<file path="src/design/lspf_pkg.sv">
package lspf_pkg;

  localparam int SAMPLE_W   = 12;
  localparam int POSITION_W = 5;
  localparam int MARGIN_W   = 12;
  localparam int RADIUS_W   = 5;
  localparam int APB_ADDR_W = 4;
  localparam int APB_DATA_W = 32;

  typedef logic [SAMPLE_W-1:0]   sample_t;
  typedef logic [POSITION_W-1:0] position_t;
  typedef logic [MARGIN_W-1:0]   margin_t;
  typedef logic [RADIUS_W-1:0]   radius_t;
  typedef logic [1:0]            reg_index_t;

  localparam reg_index_t REG_GLOBAL_MARGIN   = 2'd0;
  localparam reg_index_t REG_SALIENCE_RADIUS = 2'd1;
  localparam reg_index_t REG_SALIENCE_MARGIN = 2'd2;

  localparam margin_t GLOBAL_MARGIN_RST   = 12'd1000;
  localparam radius_t SALIENCE_RADIUS_RST = 5'd2;
  localparam margin_t SALIENCE_MARGIN_RST = 12'd200;

  typedef enum logic [2:0] {
    CELL_HOLD,
    CELL_LOAD,
    CELL_MARK,
    CELL_WIDEN,
    CELL_JUDGE,
    CELL_SCAN
  } cell_op_t;

  typedef enum logic [2:0] {
    ST_LOAD,
    ST_MARK,
    ST_WIDEN,
    ST_JUDGE,
    ST_SCAN,
    ST_FLUSH
  } seq_state_t;

  typedef struct packed {
    cell_op_t op;
    sample_t  frame_max;
    margin_t  global_margin;
    margin_t  salience_margin;
  } cell_ctrl_t;

  typedef struct packed {
    sample_t sample;
    logic    cand;
    logic    sal;
  } head_t;

endpackage

</file>
<file path="src/design/lspf_cell.sv">
module lspf_cell #(
  parameter bit HAS_LEFT  = 1'b1,
  parameter bit HAS_RIGHT = 1'b1
) (
  input  logic                clk,
  input  lspf_pkg::cell_ctrl_t ctrl,
  input  lspf_pkg::sample_t   left_sample,
  input  lspf_pkg::sample_t   left_lmin,
  input  lspf_pkg::sample_t   right_sample,
  input  lspf_pkg::sample_t   right_rmin,
  input  logic                right_cand,
  input  logic                right_sal,
  output lspf_pkg::sample_t   sample,
  output lspf_pkg::sample_t   lmin,
  output lspf_pkg::sample_t   rmin,
  output logic                cand,
  output logic                sal
);
  import lspf_pkg::*;

  logic    left_ok;
  logic    right_ok;
  logic    above_floor;
  sample_t window_min;
  logic    salient;

  always_comb begin
    left_ok     = !HAS_LEFT || (sample > left_sample);
    right_ok    = !HAS_RIGHT || (sample > right_sample);
    above_floor = (ctrl.frame_max <= ctrl.global_margin) ||
                  (sample > (ctrl.frame_max - ctrl.global_margin));
    window_min  = (lmin < rmin) ? lmin : rmin;
    salient     = {1'b0, sample} > ({1'b0, window_min} + {1'b0, ctrl.salience_margin});
  end

  always_ff @(posedge clk) begin
    unique case (ctrl.op)
      CELL_HOLD: begin
      end
      CELL_LOAD: begin
        sample <= right_sample;
      end
      CELL_MARK: begin
        cand <= left_ok && right_ok && above_floor;
        lmin <= sample;
        rmin <= sample;
      end
      CELL_WIDEN: begin
        if (HAS_LEFT && (left_lmin < lmin)) begin
          lmin <= left_lmin;
        end
        if (HAS_RIGHT && (right_rmin < rmin)) begin
          rmin <= right_rmin;
        end
      end
      CELL_JUDGE: begin
        sal <= salient;
      end
      CELL_SCAN: begin
        sample <= right_sample;
        cand   <= right_cand;
        sal    <= right_sal;
      end
    endcase
  end

endmodule

</file>
<file path="config.mk">
export PLATFORM = sky130hd
export DESIGN_NAME = lspf_cell
export DESIGN_NICKNAME = d
export VERILOG_FILES = /design/src/design/lspf_pkg.sv /design/src/design/lspf_cell.sv
export SDC_FILE = /design/constraint.sdc
export NUM_CORES = 1
export LEC_CHECK = 0
export BUFFER_PORTS_ARGS = -buffer_cell sky130_fd_sc_hd__buf_2
export CAP_MARGIN = 20
export CELL_PAD_IN_SITES_DETAIL_PLACEMENT = 1
export CELL_PAD_IN_SITES_GLOBAL_PLACEMENT = 1
export CORE_MARGIN = 10
export CORE_UTILIZATION = 40
export CTS_CLUSTER_SIZE = 8
export DETAILED_ROUTE_END_ITERATION = 8
export GPL_TIMING_DRIVEN = 0
export HOLD_SLACK_MARGIN = 0.02
export MAX_ROUTING_LAYER = met4
export PLACE_DENSITY_LB_ADDON = 0.1
export SYNTH_ARGS = -nofsm -noshare
export SYNTH_HDL_FRONTEND = slang
export SYNTH_SLANG_ARGS = --single-unit
</file>
<file path="constraint.sdc">
create_clock -name clk -period 4.9 [get_ports clk]
set_input_delay 0.245 -clock clk [delete_from_list [all_inputs] [get_ports clk]]
set_output_delay 0.245 -clock clk [all_outputs]
set_load 0.05 [all_outputs]
</file>
==> out/metrics.csv <==
stage,metric,value,unit
worst_setup_path,worstSetupEndpointType,register,
detailed_routing,totalWireLength,15.1,mm
detailed_routing,drc,0,
die,die_x,127,um
yosys,synth_nets,715,
detailed_routing,drtIter0Drc,158,
worst_setup_path,r2r_slack,80,ps
clock_network,insertion_delay,290,ps
finish,finalNonFillerCells,812,
power,total_power,1.47,mW
detailed_routing,routed_via_density,5.36,
clock_network,cts_buffers,5,
power,power_density,252,nW/um^2
worst_setup_path,crit_arrival,4970,ps
sta,setup_viol,0,
placed_design,numPortBuffers,127,
yosys,ys_ff_latch,38,
worst_setup_path,crit_fanout,3,
sta,rsz0062_at_grt,true,
detailed_routing,wl_met2,7.99,mm
worst_hold_path,hold_path.class,in -> reg,
yosys,yosys-top-cells-area,"ha_1 29%, edfxtp_1 25%, nand2_1 6.5%, inv_1 5.5%, a21o_1 3.6%",
detailed_routing,met1_length,6.16,mm
finish,nNetsFinal,869,
grt,grt_pass1_vias,4883,
run,maxCapViolations,0,
sta,hold_viol_final,0,
run_status,status,finished clean,
detailed_routing,vias,4355,
sta,slew_headroom,57.3,%
finish,drive_gt1_share,26.5,%
yosys,postSynthCellCount,516,
detailed_routing,firstDrtPassIters,4,
clock_network,cts.sinks,38,
sta,post-route-period-util,98.3,%
yosys,yosysUniqueCellTypes,47,
yosys,synthArstFlopShare,0,%
clock_network,cts_root_buf,clkbuf_16,
sta,tightest_slew,625,ps
worst_setup_path,critPathKind,reg -> reg,
die,placementRows,38,
yosys,synth_area,4570,sq um
detailed_routing,postRouteAntennaNets,0,
clock_network,clk_path_buf_depth,2,
sta,setup_tns,0,ps
finish,syn_to_final_growth,27.4,%
grt,antenna_found_initial,1,
finish,final_area,5830,sq um
die,io_pins,128,
yosys,netlist.area_leader.share,29.3,%
sta,finalMaxSlewViolations,0,
die,dieHeight,127,um
yosys,synth_area_leader_cell,ha_1,
clock_network,htree_levels,2,
power,p_leak,3.05,nW
yosys,ys_warn_count,0,
sta,period_needed,4820,ps
worst_setup_path,start_kind,register,
yosys,syn-mean-instance-area,8.87,sq um
detailed_routing,wl_per_cell,18.6,um
detailed_routing,wl_met3,621,um
yosys,ys_seq_area_share,24.9,%
sta,skew,3.55,ps
worst_setup_path,required,5050,ps
yosys,synth_edf_count,38,
power,ir_drop,0.138,mV
die,coreArea,11000,sq um
placed_design,place_area,5410,sq um
yosys,ys.flop_type,edfxtp_1,
die,initial_core_util,41.5,%
die,die_area,16100,sq um
placed_design,place_hpwl,12.7,mm
sta,max_freq,0.208,GHz
placed_design,placed_cells,785,
clock_network,cts.clk_slew.worst_paths,60,ps
grt,overflow,0,
grt,grt_max_degree,13,
placed_design,gp_congestion,0.880,
grt,grt_pass1_wl,23.7,mm
grt,grtUsageTotal,18.5,%
clock_network,cts_tree,done,
detailed_routing,maxUsedRoutingLayer,met4,
## placed cells by master, fill, tap and decap left out, drive strengths merged, types with 4 or more instances in the layout
cell type,netlist,final
a21oi,33,33
xor2,13,13
o21ai,23,23
o211ai,5,5
a21o,22,22
inv,67,67
ha,107,107
nand3,7,7
clkbuf,4,10
nand2,80,80
nor2b,8,8
buf,1,148
nand2b,5,5
a211oi,9,9
nor3,4,4
a2111oi,4,4
xnor2,6,6
edfxtp,38,38
nor2,17,17
nand4,15,15
o21a,6,6
mux2i,12,12
## state kept, by name (all words and copies together) (netlist names)
signal  cells
cand        1
lmin       12
rmin       12
sal         1
sample     12
## per-layer routing
layer / vias to the layer above / GRT usage, %
met2: 103 / 34.7
met5: - / -
met3: 25 / 3.04
li1: 2167 / -
met4: 0 / 5.36
met1: 2060 / 19.5
## what timing repair did
action                     in CTS  in global routing
setup endpoints to repair       1                  1
hold buffers                    0                  0
gates resized for setup         7                 17
pin swaps                      12                 17
setup buffers                  10                  7
## worst paths after layout
check / cells after the start / end / from
worst min register to register: 2 / lmin[0] / sample[0]
worst max register to register: 22 / sal / rmin[9]
worst max-delay path: 22 / sal / rmin[9]
worst min-delay path: 1 / sample[5] / right_sample[5]
## worst max-delay path, cell delays in order (launching register included)
cell	delay, ps
edfxtp_1	400
inv_2	90
ha_1	250
a21o_1	160
a21o_1	180
a2111oi_4	410
o211ai_2	190
nand2_4	130
mux2_4	320
ha_2	190
inv_2	70
fa_2	220
o21ai_2	100
a31oi_4	210
o21ai_4	100
o41ai_4	340
xor2_1	200
ha_1	300
nand4_1	100
nor3_1	70
a2111oi_2	340
o221ai_2	170
a2bb2oi_2	140
## cell families (layout without fill, tap and decap cells)
group	Yosys count	count (layout)	share of synthesized area [%]
simple gates	150	150	15.4
flops	38	38	24.9
compound gates	115	115	16.7
buf+inv	72	227	6.26
mux	13	13	2.87
xor+xnor	19	19	3.64
fa+ha+maj	109	109	30.1
other cells	0	1	0
## Yosys cell counts (all sizes together), types with 5 or more instances
cell type  count
nand3          7
a211oi         9
mux2i         12
o21a           6
a21o          22
o211ai         5
ha           107
xor2          13
o21ai         23
xnor2          6
a21oi         33
inv           67
nand2         80
nor2b          8
edfxtp        38
nor2          17
nand2b         5
nand4         15
## metrics by stage
step | util (%) | setup WS (ps) | hold WS, ps
4_1_cts | 51.2 | 26.0 | 149
2_1_floorplan | - | 4.95 | 344
3_3_place_gp | 48.9 | -302 | 439
6_report | 52.8 | 81.9 | 151
5_1_grt | 52.8 | -185 | 150
3_5_place_dp | 49.0 | -508 | 444
## power by group
group          leakage (nW)  internal [mW]  switching, mW  total (mW)
combinational          2.62          0.325          0.420       0.744
sequential            0.357          0.386         0.0230       0.409
clock                0.0683          0.186          0.131       0.317
## cell type report
type / instances / area [sq um]
clock buffer: 6 / 129
antenna: 1 / 2.50
inverter: 67 / 251
buffer: 5 / 35.0
clock inverter: 2 / 8.76
multi-input combinational: 406 / 3300
fill: 1353 / 5200
timing repair buffer: 147 / 786
sequential: 38 / 1140
tap: 140 / 175
Note: power is estimated with default switching activity, not from simulation.
