<file path="src/design/lspf_pkg.sv">
package lspf_pkg;

  localparam int SAMPLE_W   = 12;
  localparam int POSITION_W = 5;
  localparam int MARGIN_W   = 12;
  localparam int RADIUS_W   = 5;
  localparam int APB_ADDR_W = 4;
  localparam int APB_DATA_W = 32;

  typedef logic [SAMPLE_W-1:0]   sample_t;
  typedef logic [POSITION_W-1:0] position_t;
  typedef logic [MARGIN_W-1:0]   margin_t;
  typedef logic [RADIUS_W-1:0]   radius_t;
  typedef logic [1:0]            reg_index_t;

  localparam reg_index_t REG_GLOBAL_MARGIN   = 2'd0;
  localparam reg_index_t REG_SALIENCE_RADIUS = 2'd1;
  localparam reg_index_t REG_SALIENCE_MARGIN = 2'd2;

  localparam margin_t GLOBAL_MARGIN_RST   = 12'd1000;
  localparam radius_t SALIENCE_RADIUS_RST = 5'd2;
  localparam margin_t SALIENCE_MARGIN_RST = 12'd200;

  typedef enum logic [2:0] {
    CELL_HOLD,
    CELL_LOAD,
    CELL_MARK,
    CELL_WIDEN,
    CELL_JUDGE,
    CELL_SCAN
  } cell_op_t;

  typedef enum logic [2:0] {
    ST_LOAD,
    ST_MARK,
    ST_WIDEN,
    ST_JUDGE,
    ST_SCAN,
    ST_FLUSH
  } seq_state_t;

  typedef struct packed {
    cell_op_t op;
    sample_t  frame_max;
    margin_t  global_margin;
    margin_t  salience_margin;
  } cell_ctrl_t;

  typedef struct packed {
    sample_t sample;
    logic    cand;
    logic    sal;
  } head_t;

endpackage

</file>
<file path="src/design/lspf_if.sv">
interface lspf_sample_if;
  import lspf_pkg::*;
  logic    valid;
  logic    ready;
  sample_t sensor_sample;
  modport source (output valid, output sensor_sample, input ready);
  modport sink (input valid, input sensor_sample, output ready);
endinterface

interface lspf_peak_if;
  import lspf_pkg::*;
  logic      valid;
  logic      ready;
  logic      peak_found;
  position_t peak_position;
  sample_t   peak_level;
  logic      last_peak;
  modport source (output valid, output peak_found, output peak_position,
                  output peak_level, output last_peak, input ready);
  modport sink (input valid, input peak_found, input peak_position,
                input peak_level, input last_peak, output ready);
endinterface

</file>
<file path="src/design/lspf_seq.sv">
module lspf_seq #(
  parameter int NUM_SENSORS = 32,
  parameter int MAX_PEAKS   = 16
) (
  input  logic                 clk,
  input  logic                 rst,
  lspf_sample_if.sink          samples,
  lspf_peak_if.source          peaks,
  input  lspf_pkg::margin_t    global_margin,
  input  lspf_pkg::radius_t    salience_radius,
  input  lspf_pkg::margin_t    salience_margin,
  input  lspf_pkg::head_t      head,
  output lspf_pkg::cell_ctrl_t cell_ctrl
);
  import lspf_pkg::*;

  localparam int CNT_W  = (NUM_SENSORS > 1) ? $clog2(NUM_SENSORS) : 1;
  localparam int KEPT_W = $clog2(MAX_PEAKS + 1);

  seq_state_t        state;
  seq_state_t        state_next;
  logic [CNT_W-1:0]  count;
  logic [CNT_W-1:0]  scan_pos;
  logic [KEPT_W-1:0] kept;
  radius_t           step;
  sample_t           frame_max;
  logic              pend_valid;
  logic [CNT_W-1:0]  pend_pos;
  sample_t           pend_level;
  logic              out_valid;
  logic              out_found;
  position_t         out_pos;
  sample_t           out_level;
  logic              out_last;

  logic in_accept;
  logic last_sample;
  logic scan_last;
  logic out_free;
  logic take;
  logic emit;
  logic stall;
  logic out_load;

  always_comb begin
    in_accept   = samples.valid && (state == ST_LOAD);
    last_sample = (count == CNT_W'(NUM_SENSORS - 1));
    scan_last   = (scan_pos == CNT_W'(NUM_SENSORS - 1));
    out_free    = !out_valid || peaks.ready;
    take        = head.cand && (kept < KEPT_W'(MAX_PEAKS));
    emit        = take && head.sal;
    stall       = emit && pend_valid && !out_free;
    out_load    = ((state == ST_SCAN) && !stall && emit && pend_valid) ||
                  ((state == ST_FLUSH) && out_free);
  end

  always_ff @(posedge clk) begin
    if (rst) begin
      state <= ST_LOAD;
    end else begin
      state <= state_next;
    end
  end

  always_comb begin
    state_next = state;
    unique case (state)
      ST_LOAD: begin
        if (in_accept && last_sample) begin
          state_next = ST_MARK;
        end
      end
      ST_MARK: begin
        state_next = (salience_radius == '0) ? ST_JUDGE : ST_WIDEN;
      end
      ST_WIDEN: begin
        if (step == (salience_radius - 1'b1)) begin
          state_next = ST_JUDGE;
        end
      end
      ST_JUDGE: begin
        state_next = ST_SCAN;
      end
      ST_SCAN: begin
        if (!stall && scan_last) begin
          state_next = ST_FLUSH;
        end
      end
      ST_FLUSH: begin
        if (out_free) begin
          state_next = ST_LOAD;
        end
      end
    endcase
  end

  always_comb begin
    samples.ready             = (state == ST_LOAD);
    cell_ctrl.frame_max       = frame_max;
    cell_ctrl.global_margin   = global_margin;
    cell_ctrl.salience_margin = salience_margin;
    unique case (state)
      ST_LOAD:  cell_ctrl.op = in_accept ? CELL_LOAD : CELL_HOLD;
      ST_MARK:  cell_ctrl.op = CELL_MARK;
      ST_WIDEN: cell_ctrl.op = CELL_WIDEN;
      ST_JUDGE: cell_ctrl.op = CELL_JUDGE;
      ST_SCAN:  cell_ctrl.op = stall ? CELL_HOLD : CELL_SCAN;
      ST_FLUSH: cell_ctrl.op = CELL_HOLD;
    endcase
  end

  always_ff @(posedge clk) begin
    if (rst) begin
      count      <= '0;
      scan_pos   <= '0;
      kept       <= '0;
      step       <= '0;
      frame_max  <= '0;
      pend_valid <= 1'b0;
      out_valid  <= 1'b0;
    end else begin
      if (out_load) begin
        out_valid <= 1'b1;
      end else if (out_valid && peaks.ready) begin
        out_valid <= 1'b0;
      end
      if (in_accept) begin
        count <= last_sample ? '0 : count + 1'b1;
        if (samples.sensor_sample > frame_max) begin
          frame_max <= samples.sensor_sample;
        end
      end
      if (state == ST_MARK) begin
        frame_max <= '0;
        step      <= '0;
      end
      if (state == ST_WIDEN) begin
        step <= step + 1'b1;
      end
      if (state == ST_JUDGE) begin
        scan_pos   <= '0;
        kept       <= '0;
        pend_valid <= 1'b0;
      end
      if ((state == ST_SCAN) && !stall) begin
        scan_pos <= scan_pos + 1'b1;
        if (take) begin
          kept <= kept + 1'b1;
        end
        if (emit) begin
          pend_pos   <= scan_pos;
          pend_level <= head.sample;
          pend_valid <= 1'b1;
          if (pend_valid) begin
            out_found <= 1'b1;
            out_pos   <= POSITION_W'(pend_pos);
            out_level <= pend_level;
            out_last  <= 1'b0;
          end
        end
      end
      if ((state == ST_FLUSH) && out_free) begin
        out_found <= pend_valid;
        out_pos   <= pend_valid ? POSITION_W'(pend_pos) : '0;
        out_level <= pend_valid ? pend_level : '0;
        out_last  <= 1'b1;
      end
    end
  end

  assign peaks.valid         = out_valid;
  assign peaks.peak_found    = out_found;
  assign peaks.peak_position = out_pos;
  assign peaks.peak_level    = out_level;
  assign peaks.last_peak     = out_last;

endmodule

</file>
<file path="src/flat_wrapper.sv">
// flat-port wrapper written by rule: the top's interface ports become plain ports
module lspf_seq_flat import lspf_pkg::*;
#(
  parameter int NUM_SENSORS = 32,
  parameter int MAX_PEAKS   = 16
)
  (clk, rst, global_margin, salience_radius, salience_margin, head, cell_ctrl, samples_valid, samples_sensor_sample, samples_ready, peaks_valid, peaks_peak_found, peaks_peak_position, peaks_peak_level, peaks_last_peak, peaks_ready);
  lspf_sample_if samples_i ();
  lspf_peak_if peaks_i ();
  input  logic clk;
  input  logic rst;
  input  lspf_pkg::margin_t global_margin;
  input  lspf_pkg::radius_t salience_radius;
  input  lspf_pkg::margin_t salience_margin;
  input  lspf_pkg::head_t head;
  output lspf_pkg::cell_ctrl_t cell_ctrl;
  input wire logic [$bits(samples_i.valid)-1:0] samples_valid;
  input wire logic [$bits(samples_i.sensor_sample)-1:0] samples_sensor_sample;
  output wire logic [$bits(samples_i.ready)-1:0] samples_ready;
  output wire logic [$bits(peaks_i.valid)-1:0] peaks_valid;
  output wire logic [$bits(peaks_i.peak_found)-1:0] peaks_peak_found;
  output wire logic [$bits(peaks_i.peak_position)-1:0] peaks_peak_position;
  output wire logic [$bits(peaks_i.peak_level)-1:0] peaks_peak_level;
  output wire logic [$bits(peaks_i.last_peak)-1:0] peaks_last_peak;
  input wire logic [$bits(peaks_i.ready)-1:0] peaks_ready;
  assign samples_i.valid = samples_valid;
  assign samples_i.sensor_sample = samples_sensor_sample;
  assign samples_ready = samples_i.ready;
  assign peaks_valid = peaks_i.valid;
  assign peaks_peak_found = peaks_i.peak_found;
  assign peaks_peak_position = peaks_i.peak_position;
  assign peaks_peak_level = peaks_i.peak_level;
  assign peaks_last_peak = peaks_i.last_peak;
  assign peaks_i.ready = peaks_ready;
  lspf_seq #(.NUM_SENSORS(NUM_SENSORS), .MAX_PEAKS(MAX_PEAKS)) u_core (.clk(clk), .rst(rst), .samples(samples_i), .peaks(peaks_i), .global_margin(global_margin), .salience_radius(salience_radius), .salience_margin(salience_margin), .head(head), .cell_ctrl(cell_ctrl));
endmodule
</file>
<file path="config.mk">
export PLATFORM = sky130hd
export DESIGN_NAME = lspf_seq_flat
export DESIGN_NICKNAME = d
export VERILOG_FILES = /design/src/design/lspf_pkg.sv /design/src/design/lspf_if.sv /design/src/design/lspf_seq.sv /design/src/flat_wrapper.sv
export SDC_FILE = /design/constraint.sdc
export NUM_CORES = 1
export LEC_CHECK = 0
export BUFFER_PORTS_ARGS = -buffer_cell sky130_fd_sc_hd__buf_2
export CAP_MARGIN = 20
export CORE_AREA = 2 2 100 102
export CTS_CLUSTER_DIAMETER = 60
export DETAILED_ROUTE_END_ITERATION = 8
export DIE_AREA = 0 0 102 104
export HOLD_SLACK_MARGIN = 0.05
export PLACE_DENSITY = 0.67
export SLEW_MARGIN = 10
export SYNTH_ARGS = -nofsm -noshare
export SYNTH_HDL_FRONTEND = slang
export SYNTH_SLANG_ARGS = --single-unit
</file>
<file path="constraint.sdc">
create_clock -name clk -period 4.1 [get_ports clk]
set_clock_uncertainty 0.05 [all_clocks]
set_input_delay 0.82 -clock clk [delete_from_list [all_inputs] [get_ports clk]]
set_output_delay 0.82 -clock clk [all_outputs]
set_load 0.01 [all_outputs]
</file>
==> results of run 1 <==
worst reg2reg max path: stages, from the launching register on:
cell     delay, ns
dfxtp_1       0.61
or2b_1        0.36
nor4_4        0.31
nand3_1       0.19
a21oi_2       0.79
power by group:
part	internal, mW	switching (mW)
Sequential	0.774	0.0155
Clock	0.283	0.271
Combinational	0.0609	0.0862
sequential cells by signal, indices dropped and copies added (netlist names), 3 cells and up:
signal / cells
u_core.pend_pos: 5
u_core.peaks.peak_position: 5
u_core.scan_pos: 5
u_core.kept: 5
u_core.state: 3
u_core.peaks.peak_level: 12
u_core.step: 5
u_core.count: 5
u_core.pend_level: 12
u_core.frame_max: 12
worst max-delay path by stage:
stage                     cells after the start                                   end                          from
after global routing                          5                         cell_ctrl[38]  u_core.state[2]$_SDFFE_PP0P_
after CTS                                     5                         cell_ctrl[38]  u_core.state[2]$_SDFFE_PP0P_
after floorplan                               4  u_core.peaks.last_peak$_SDFFCE_PP1P_                   peaks_ready
final                                         5                         cell_ctrl[38]  u_core.state[2]$_SDFFE_PP0P_
after detailed placement                      5  u_core.peaks.peak_level[4]$_DFFE_PP_                       head[0]
after global placement                        5  u_core.peaks.peak_level[7]$_DFFE_PP_                       head[0]
layout by cell type (no fill, tap or decap), types with 2 or more instances in the layout:
cell and n:
buf_4 4, nor2_1 20, a21oi_1 28, inv_1 18
and3_1 4, a221oi_1 2, dfxtp_1 37, mux2_2 2
and2_1 19, ha_1 19, nor2b_1 3, nand2_1 21
and2b_1 2, or3_1 2, o2111ai_1 12, o211ai_1 2
clkinv_4 3, nand3_1 36, edfxtp_1 36, buf_2 70
clkbuf_8 9, nand4_1 15, a21oi_2 2, nor3_1 6
xor2_1 2, xnor2_1 7, o21ai_0 8, nand2b_1 2
nor3b_1 2, a31oi_1 3
routing by layer:
metal | up-vias | share of wire
met5 | - | 0
met4 | 0 | 0.012
met3 | 15 | 0.066
met2 | 73 | 0.50
met1 | 1350 | 0.43
li1 | 1449 | -
cell type report:
type	instances	share of cell area
well taps	133	0.0391
clock inverters	6	0.0162
multi-input cells	245	0.380
inverters	19	0.0168
clock buffers	10	0.0300
flip-flops and latches	73	0.428
repair buffers	74	0.0894
cells by family after synthesis:
| group | after synthesis | synth area share |
|---|---|---|
| buffers and inverters | 64 | 0.0943 |
| AOI/OAI and AO/OA | 71 | 0.126 |
| muxes | 3 | 0.00857 |
| DFF | 73 | 0.480 |
| xor gates and xnor gates | 9 | 0.0208 |
| adders and majority gates | 19 | 0.0627 |
| and+or+nand+nor | 143 | 0.207 |
through the flow:
step                std cells   util  power (mW)  hold slack [ns]  worst slack [ns]
floorplan                 382      -       0.920            0.386              1.14
global placement          544  0.425       0.946            0.397              1.15
detailed placement        544  0.425       0.953            0.403              1.10
CTS                       560  0.445        1.51            0.416              1.12
global route              560  0.445        1.56            0.437             0.987
finish                    560  0.445        1.49            0.415              1.15
==> results.py, run 1 <==
metrics = {
    "outcome": {
        "status": "complete, no violations",
    },
    "die": {
        "ios": 119,
        "dieWidth_um": 102,
        "start_util": 0.397,
        "dieArea_mm2": 0.0106,
        "rows": 36,
        "design.core.area_mm2": 0.00955,
        "fp.dieH_um": 104,
    },
    "yosys": {
        "avgSynthCellArea_um2": 9.93,
        "yosysSeqAreaShare": 0.480,
        "synth_most_common_cell": "dfxtp_1",
        "syn_inst": 382,
        "synth_nets": 460,
        "yosys_warnings": 0,
        "syn_area_mm2": 0.00379,
        "yosys-top-cells-area": "edfxtp_1 28%, dfxtp_1 20%, ha_1 6.3%",
        "yosysTopAreaCell": "edfxtp_1",
        "ys_types": 58,
        "ys.flop_type": "dfxtp_1",
        "synth_seq_cells": 73,
        "async_reset_ff_frac": 0,
        "synth_top_area_frac": 0.285,
        "synth_enable_flop_cells": 36,
        "ys_top_cells_by_count": "37 x dfxtp_1, 36 x edfxtp_1, 36 x nand3_1",
    },
    "critical_path": {
        "cp_data_arrival_time_ns": 2.08,
        "path_class": "reg -> out",
        "regToRegSetupSlack_ns": 1.42,
        "critical_path.top_delay_family": "flip-flops",
        "worst_path_max_delay_cell": "dfxtp_1",
        "cpPeakStageDelay_ns": 0.61,
        "critPathCaptureType": "primary output",
        "path_max_fanout": 13,
        "critPathLaunchType": "flip-flop",
        "reg2regPathDepth": 4,
        "r2r_start": "u_core.state[2]$_SDFFE_PP0P_",
        "worstPathRequired_ns": 3.23,
        "cp_cell_sequence": "or2b_1 -> a211oi_2 -> a21oi_1 -> inv_1 -> buf_2",
        "reg2reg_to": "u_core.peaks.peak_level[3]$_DFFE_PP_",
        "cp.buffers_inverters": 2,
    },
    "timing": {
        "maxSlewViolCount": 0,
        "min_period_over_period": 0.721,
        "min_period_ns": 2.95,
        "worstMarginPinSlew_ns": 1.01,
        "fin_tns_setup_ns": 0,
        "grt_setup_unrepaired": "no",
        "slew-limit-headroom": 0.327,
        "setup_viol": 0,
        "hold_violations": 0,
        "timing.fmax_mhz": 339,
    },
    "finish": {
        "final.fill_count": 953,
        "syn_to_final_growth_pct": 12.1,
        "n_antenna_cell": 0,
        "drive_gt1_frac": 0.237,
        "final_cell_area_mm2": 0.00425,
        "nNetsFinal": 500,
        "multiInputGateArea_mm2": 0.00162,
        "seq_area_mm2": 0.00182,
    },
    "clock_network": {
        "clk_latency_ns": 0.34,
        "clk_pin_slew_worst_paths_ns": 0.08,
        "cts_resized": 0,
        "h-tree-depth": 3,
        "clockRootBuffer": "clkbuf_8",
        "cts_buffer_depth": 2,
        "tritoncts": "yes",
        "cts-hold-fix-buffers": 0,
        "cts.sink_count": 73,
        "post_cts_buffers": 0,
        "numCtsBuffers": 9,
    },
    "grt": {
        "met3_usage": 0.0491,
        "grt_max_degree": 37,
        "grt_busiest_layer": "met2",
        "met1_usage": 0.174,
        "gr-usage-all-layers": 0.142,
        "grt_pass1_wl_um": 12100,
        "use_met2": 0.238,
        "overflow": 0,
        "antenna_found_initial": 0,
        "grt_pass1_vias": 2631,
    },
    "detailed_routing": {
        "drt_iter0_drc": 153,
        "drt_first_pass_iters": 4,
        "wirelength_um": 7600,
        "dr_total_vias": 2887,
        "wire_per_inst_um": 13.6,
        "drc": 0,
        "via_per_inst": 5.16,
        "ant_nets": 0,
    },
    "min_path": {
        "hold_depth": 2,
        "min_path_type": "reg -> reg",
        "min-delay-start": "u_core.kept[4]$_SDFF_PP0_",
        "hold_end": "u_core.kept[4]$_SDFF_PP0_",
    },
    "placement": {
        "dp_hpwl_um": 5400,
        "io_buffers": 70,
        "globalplace.congestion": 0.759,
        "place_area_mm2": 0.00406,
    },
    "pwr": {
        "power_density_mw_per_mm2": 350,
        "irDropWorstVdd_mv": 0.143,
        "p_leak_nw": 1.69,
    },
    "flow_run": {
        "maxCapViolCount": 0,
    },
}
Note: power is estimated with default switching activity, not from simulation.
==> run 2: changes to the inputs <==
clock period = 3.1 ns   (was 4.1 ns; I/O delays follow)
==> run 2 against run 1 <==
  * Total power up 36%
  * Sequential share of layout area fell by 0.21 points
  * Flip-flop and latch count unchanged
  * Clock-buffer cell count is the same
  * Critical path depth unchanged
  * Final cell count is 0.18% higher
  * Wire length is 4.4% lower
  * Largest power group unchanged
  * Register-to-register slack got worse by 0.62 ns
  * Highest routed layer unchanged
  * Sequential power increased by 32%
  * First-iteration DRC count shrank 35%
==> results.py, run 2 (synthesis results as in run 1) <==
metrics = {
    "finish": {
        "nNetsFinal": 501,
        "multiInputGateArea_mm2": 0.00162,
        "seq_area_mm2": 0.00182,
        "utilization": 0.448,
        "n_antenna_cell": 0,
        "final.fill_count": 923,
        "final_cell_area_mm2": 0.00428,
        "drive_gt1_frac": 0.236,
        "final_cells": 561,
        "syn_to_final_growth_pct": 12.7,
        "layout_commonest_cell": "buf_2",
        "mostFrequentLayoutCells": "70 x buf_2, 37 x dfxtp_1, 36 x nand3_1, 36 x edfxtp_1, 28 x a21oi_1",
    },
    "detailed_routing": {
        "ant_nets": 0,
        "drc": 0,
        "via_per_inst": 5.04,
        "drt_first_pass_iters": 4,
        "wire_per_inst_um": 12.9,
        "drt_iter0_drc": 99,
        "wirelength_um": 7260,
        "dr_total_vias": 2830,
    },
    "clock_network": {
        "cts_resized": 0,
        "numCtsBuffers": 9,
        "clk_latency_ns": 0.34,
        "post_cts_buffers": 0,
        "clk_pin_slew_worst_paths_ns": 0.08,
        "clockRootBuffer": "clkbuf_8",
        "cts-hold-fix-buffers": 0,
        "tritoncts": "yes",
        "h-tree-depth": 3,
        "cts_buffer_depth": 2,
        "cts.sink_count": 73,
    },
    "pwr": {
        "power_density_mw_per_mm2": 475,
        "irDropWorstVdd_mv": 0.200,
        "p_leak_nw": 1.70,
        "p_total_mw": 2.03,
    },
    "grt": {
        "gr-usage-all-layers": 0.138,
        "overflow": 0,
        "grt_pass1_vias": 2584,
        "antenna_found_initial": 0,
        "grt_pass1_wl_um": 11900,
        "grt_max_degree": 37,
    },
    "timing": {
        "maxSlewViolCount": 0,
        "fin_tns_setup_ns": 0,
        "min_period_ns": 2.80,
        "min_period_over_period": 0.902,
        "slew-limit-headroom": 0.417,
        "hold_violations": 0,
        "grt_setup_unrepaired": "no",
        "worstMarginPinSlew_ns": 0.873,
        "timing.fmax_mhz": 357,
        "setup_viol": 0,
    },
    "placement": {
        "io_buffers": 70,
        "dp_hpwl_um": 5250,
        "globalplace.congestion": 0.817,
        "place.detailed.instances": 545,
        "place_area_mm2": 0.00407,
    },
    "flow_run": {
        "maxCapViolCount": 0,
    },
    "critical_path": {
        "critPathCaptureType": "primary output",
        "path_class": "reg -> out",
        "critPathLaunchType": "flip-flop",
        "r2r_start": "u_core.state[2]$_SDFFE_PP0P_",
        "cp_data_arrival_time_ns": 2.13,
        "worstPathRequired_ns": 2.43,
        "path_max_fanout": 13,
        "worstSetupStartpoint": "u_core.state[2]$_SDFFE_PP0P_",
    },
    "min_path": {
        "min-delay-start": "head[7]",
        "min_path_type": "in -> reg",
    },
    "die": {
        "dieArea_mm2": 0.0106,
        "rows": 36,
        "dieWidth_um": 102,
        "ios": 119,
        "start_util": 0.397,
        "fp.dieH_um": 104,
        "design.core.area_mm2": 0.00955,
    },
    "outcome": {
        "status": "complete, no violations",
    },
}
## run 2: cell count changes in the layout (fill, tap and decap cells not counted)
cell        before  now
clkinv_4         3    1
bufinv_16        1    2
clkinv_1         1    2
clkinv_2         1    2
buf_4            4    5
clkinvlp_4       1    0
## run 2: worst paths after layout
path | to | slack (ns) | cells after the start
hold / removal | u_core.pend_level[5]$_DFFE_PP_ | 0.41 | 1
hold reg to reg | u_core.count[4]$_SDFFE_PP0P_ | 0.41 | 2
setup reg to reg | u_core.peaks.peak_level[2]$_DFFE_PP_ | 0.80 | 5
setup / recovery | cell_ctrl[38] | 0.30 | 5
## run 2: per-layer routing
metal | wire [µm] | track usage | vias up
met5 | 0 | 0 | -
met4 | 118 | 0.0533 | 0
met3 | 269 | 0.0262 | 19
met2 | 3520 | 0.223 | 57
met1 | 3350 | 0.181 | 1309
li1 | - | - | 1445
## run 2: power by group
group	internal [mW]	total, mW	switching, mW
logic	0.0807	0.195	0.115
clock network	0.450	0.792	0.343
registers	1.02	1.04	0.0203
total	1.55	2.03	0.478
## run 2: through the flow
step / worst slack [ns] / hold WS [ns]
after floorplan: 0.339 / 0.386
after global placement: 0.643 / 0.398
after detailed placement: 0.628 / 0.405
after CTS: 0.288 / 0.400
after global routing: 0.0975 / 0.395
final: 0.302 / 0.412
## run 2: cell type report
cell class / count / area share
Multi-Input combinational cell: 245 / 0.378
Clock buffer: 10 / 0.0299
Sequential cell: 73 / 0.426
Clock inverter: 6 / 0.0193
Timing Repair Buffer: 75 / 0.0907
Tap cell: 133 / 0.0389
Inverter: 19 / 0.0167
## run 2: worst max-delay path: stages, from the launching register on
cell and delay (ns):
dfxtp_1 0.61, or2b_1 0.35, a211oi_2 0.40, a21oi_1 0.14
inv_1 0.13, buf_2 0.15
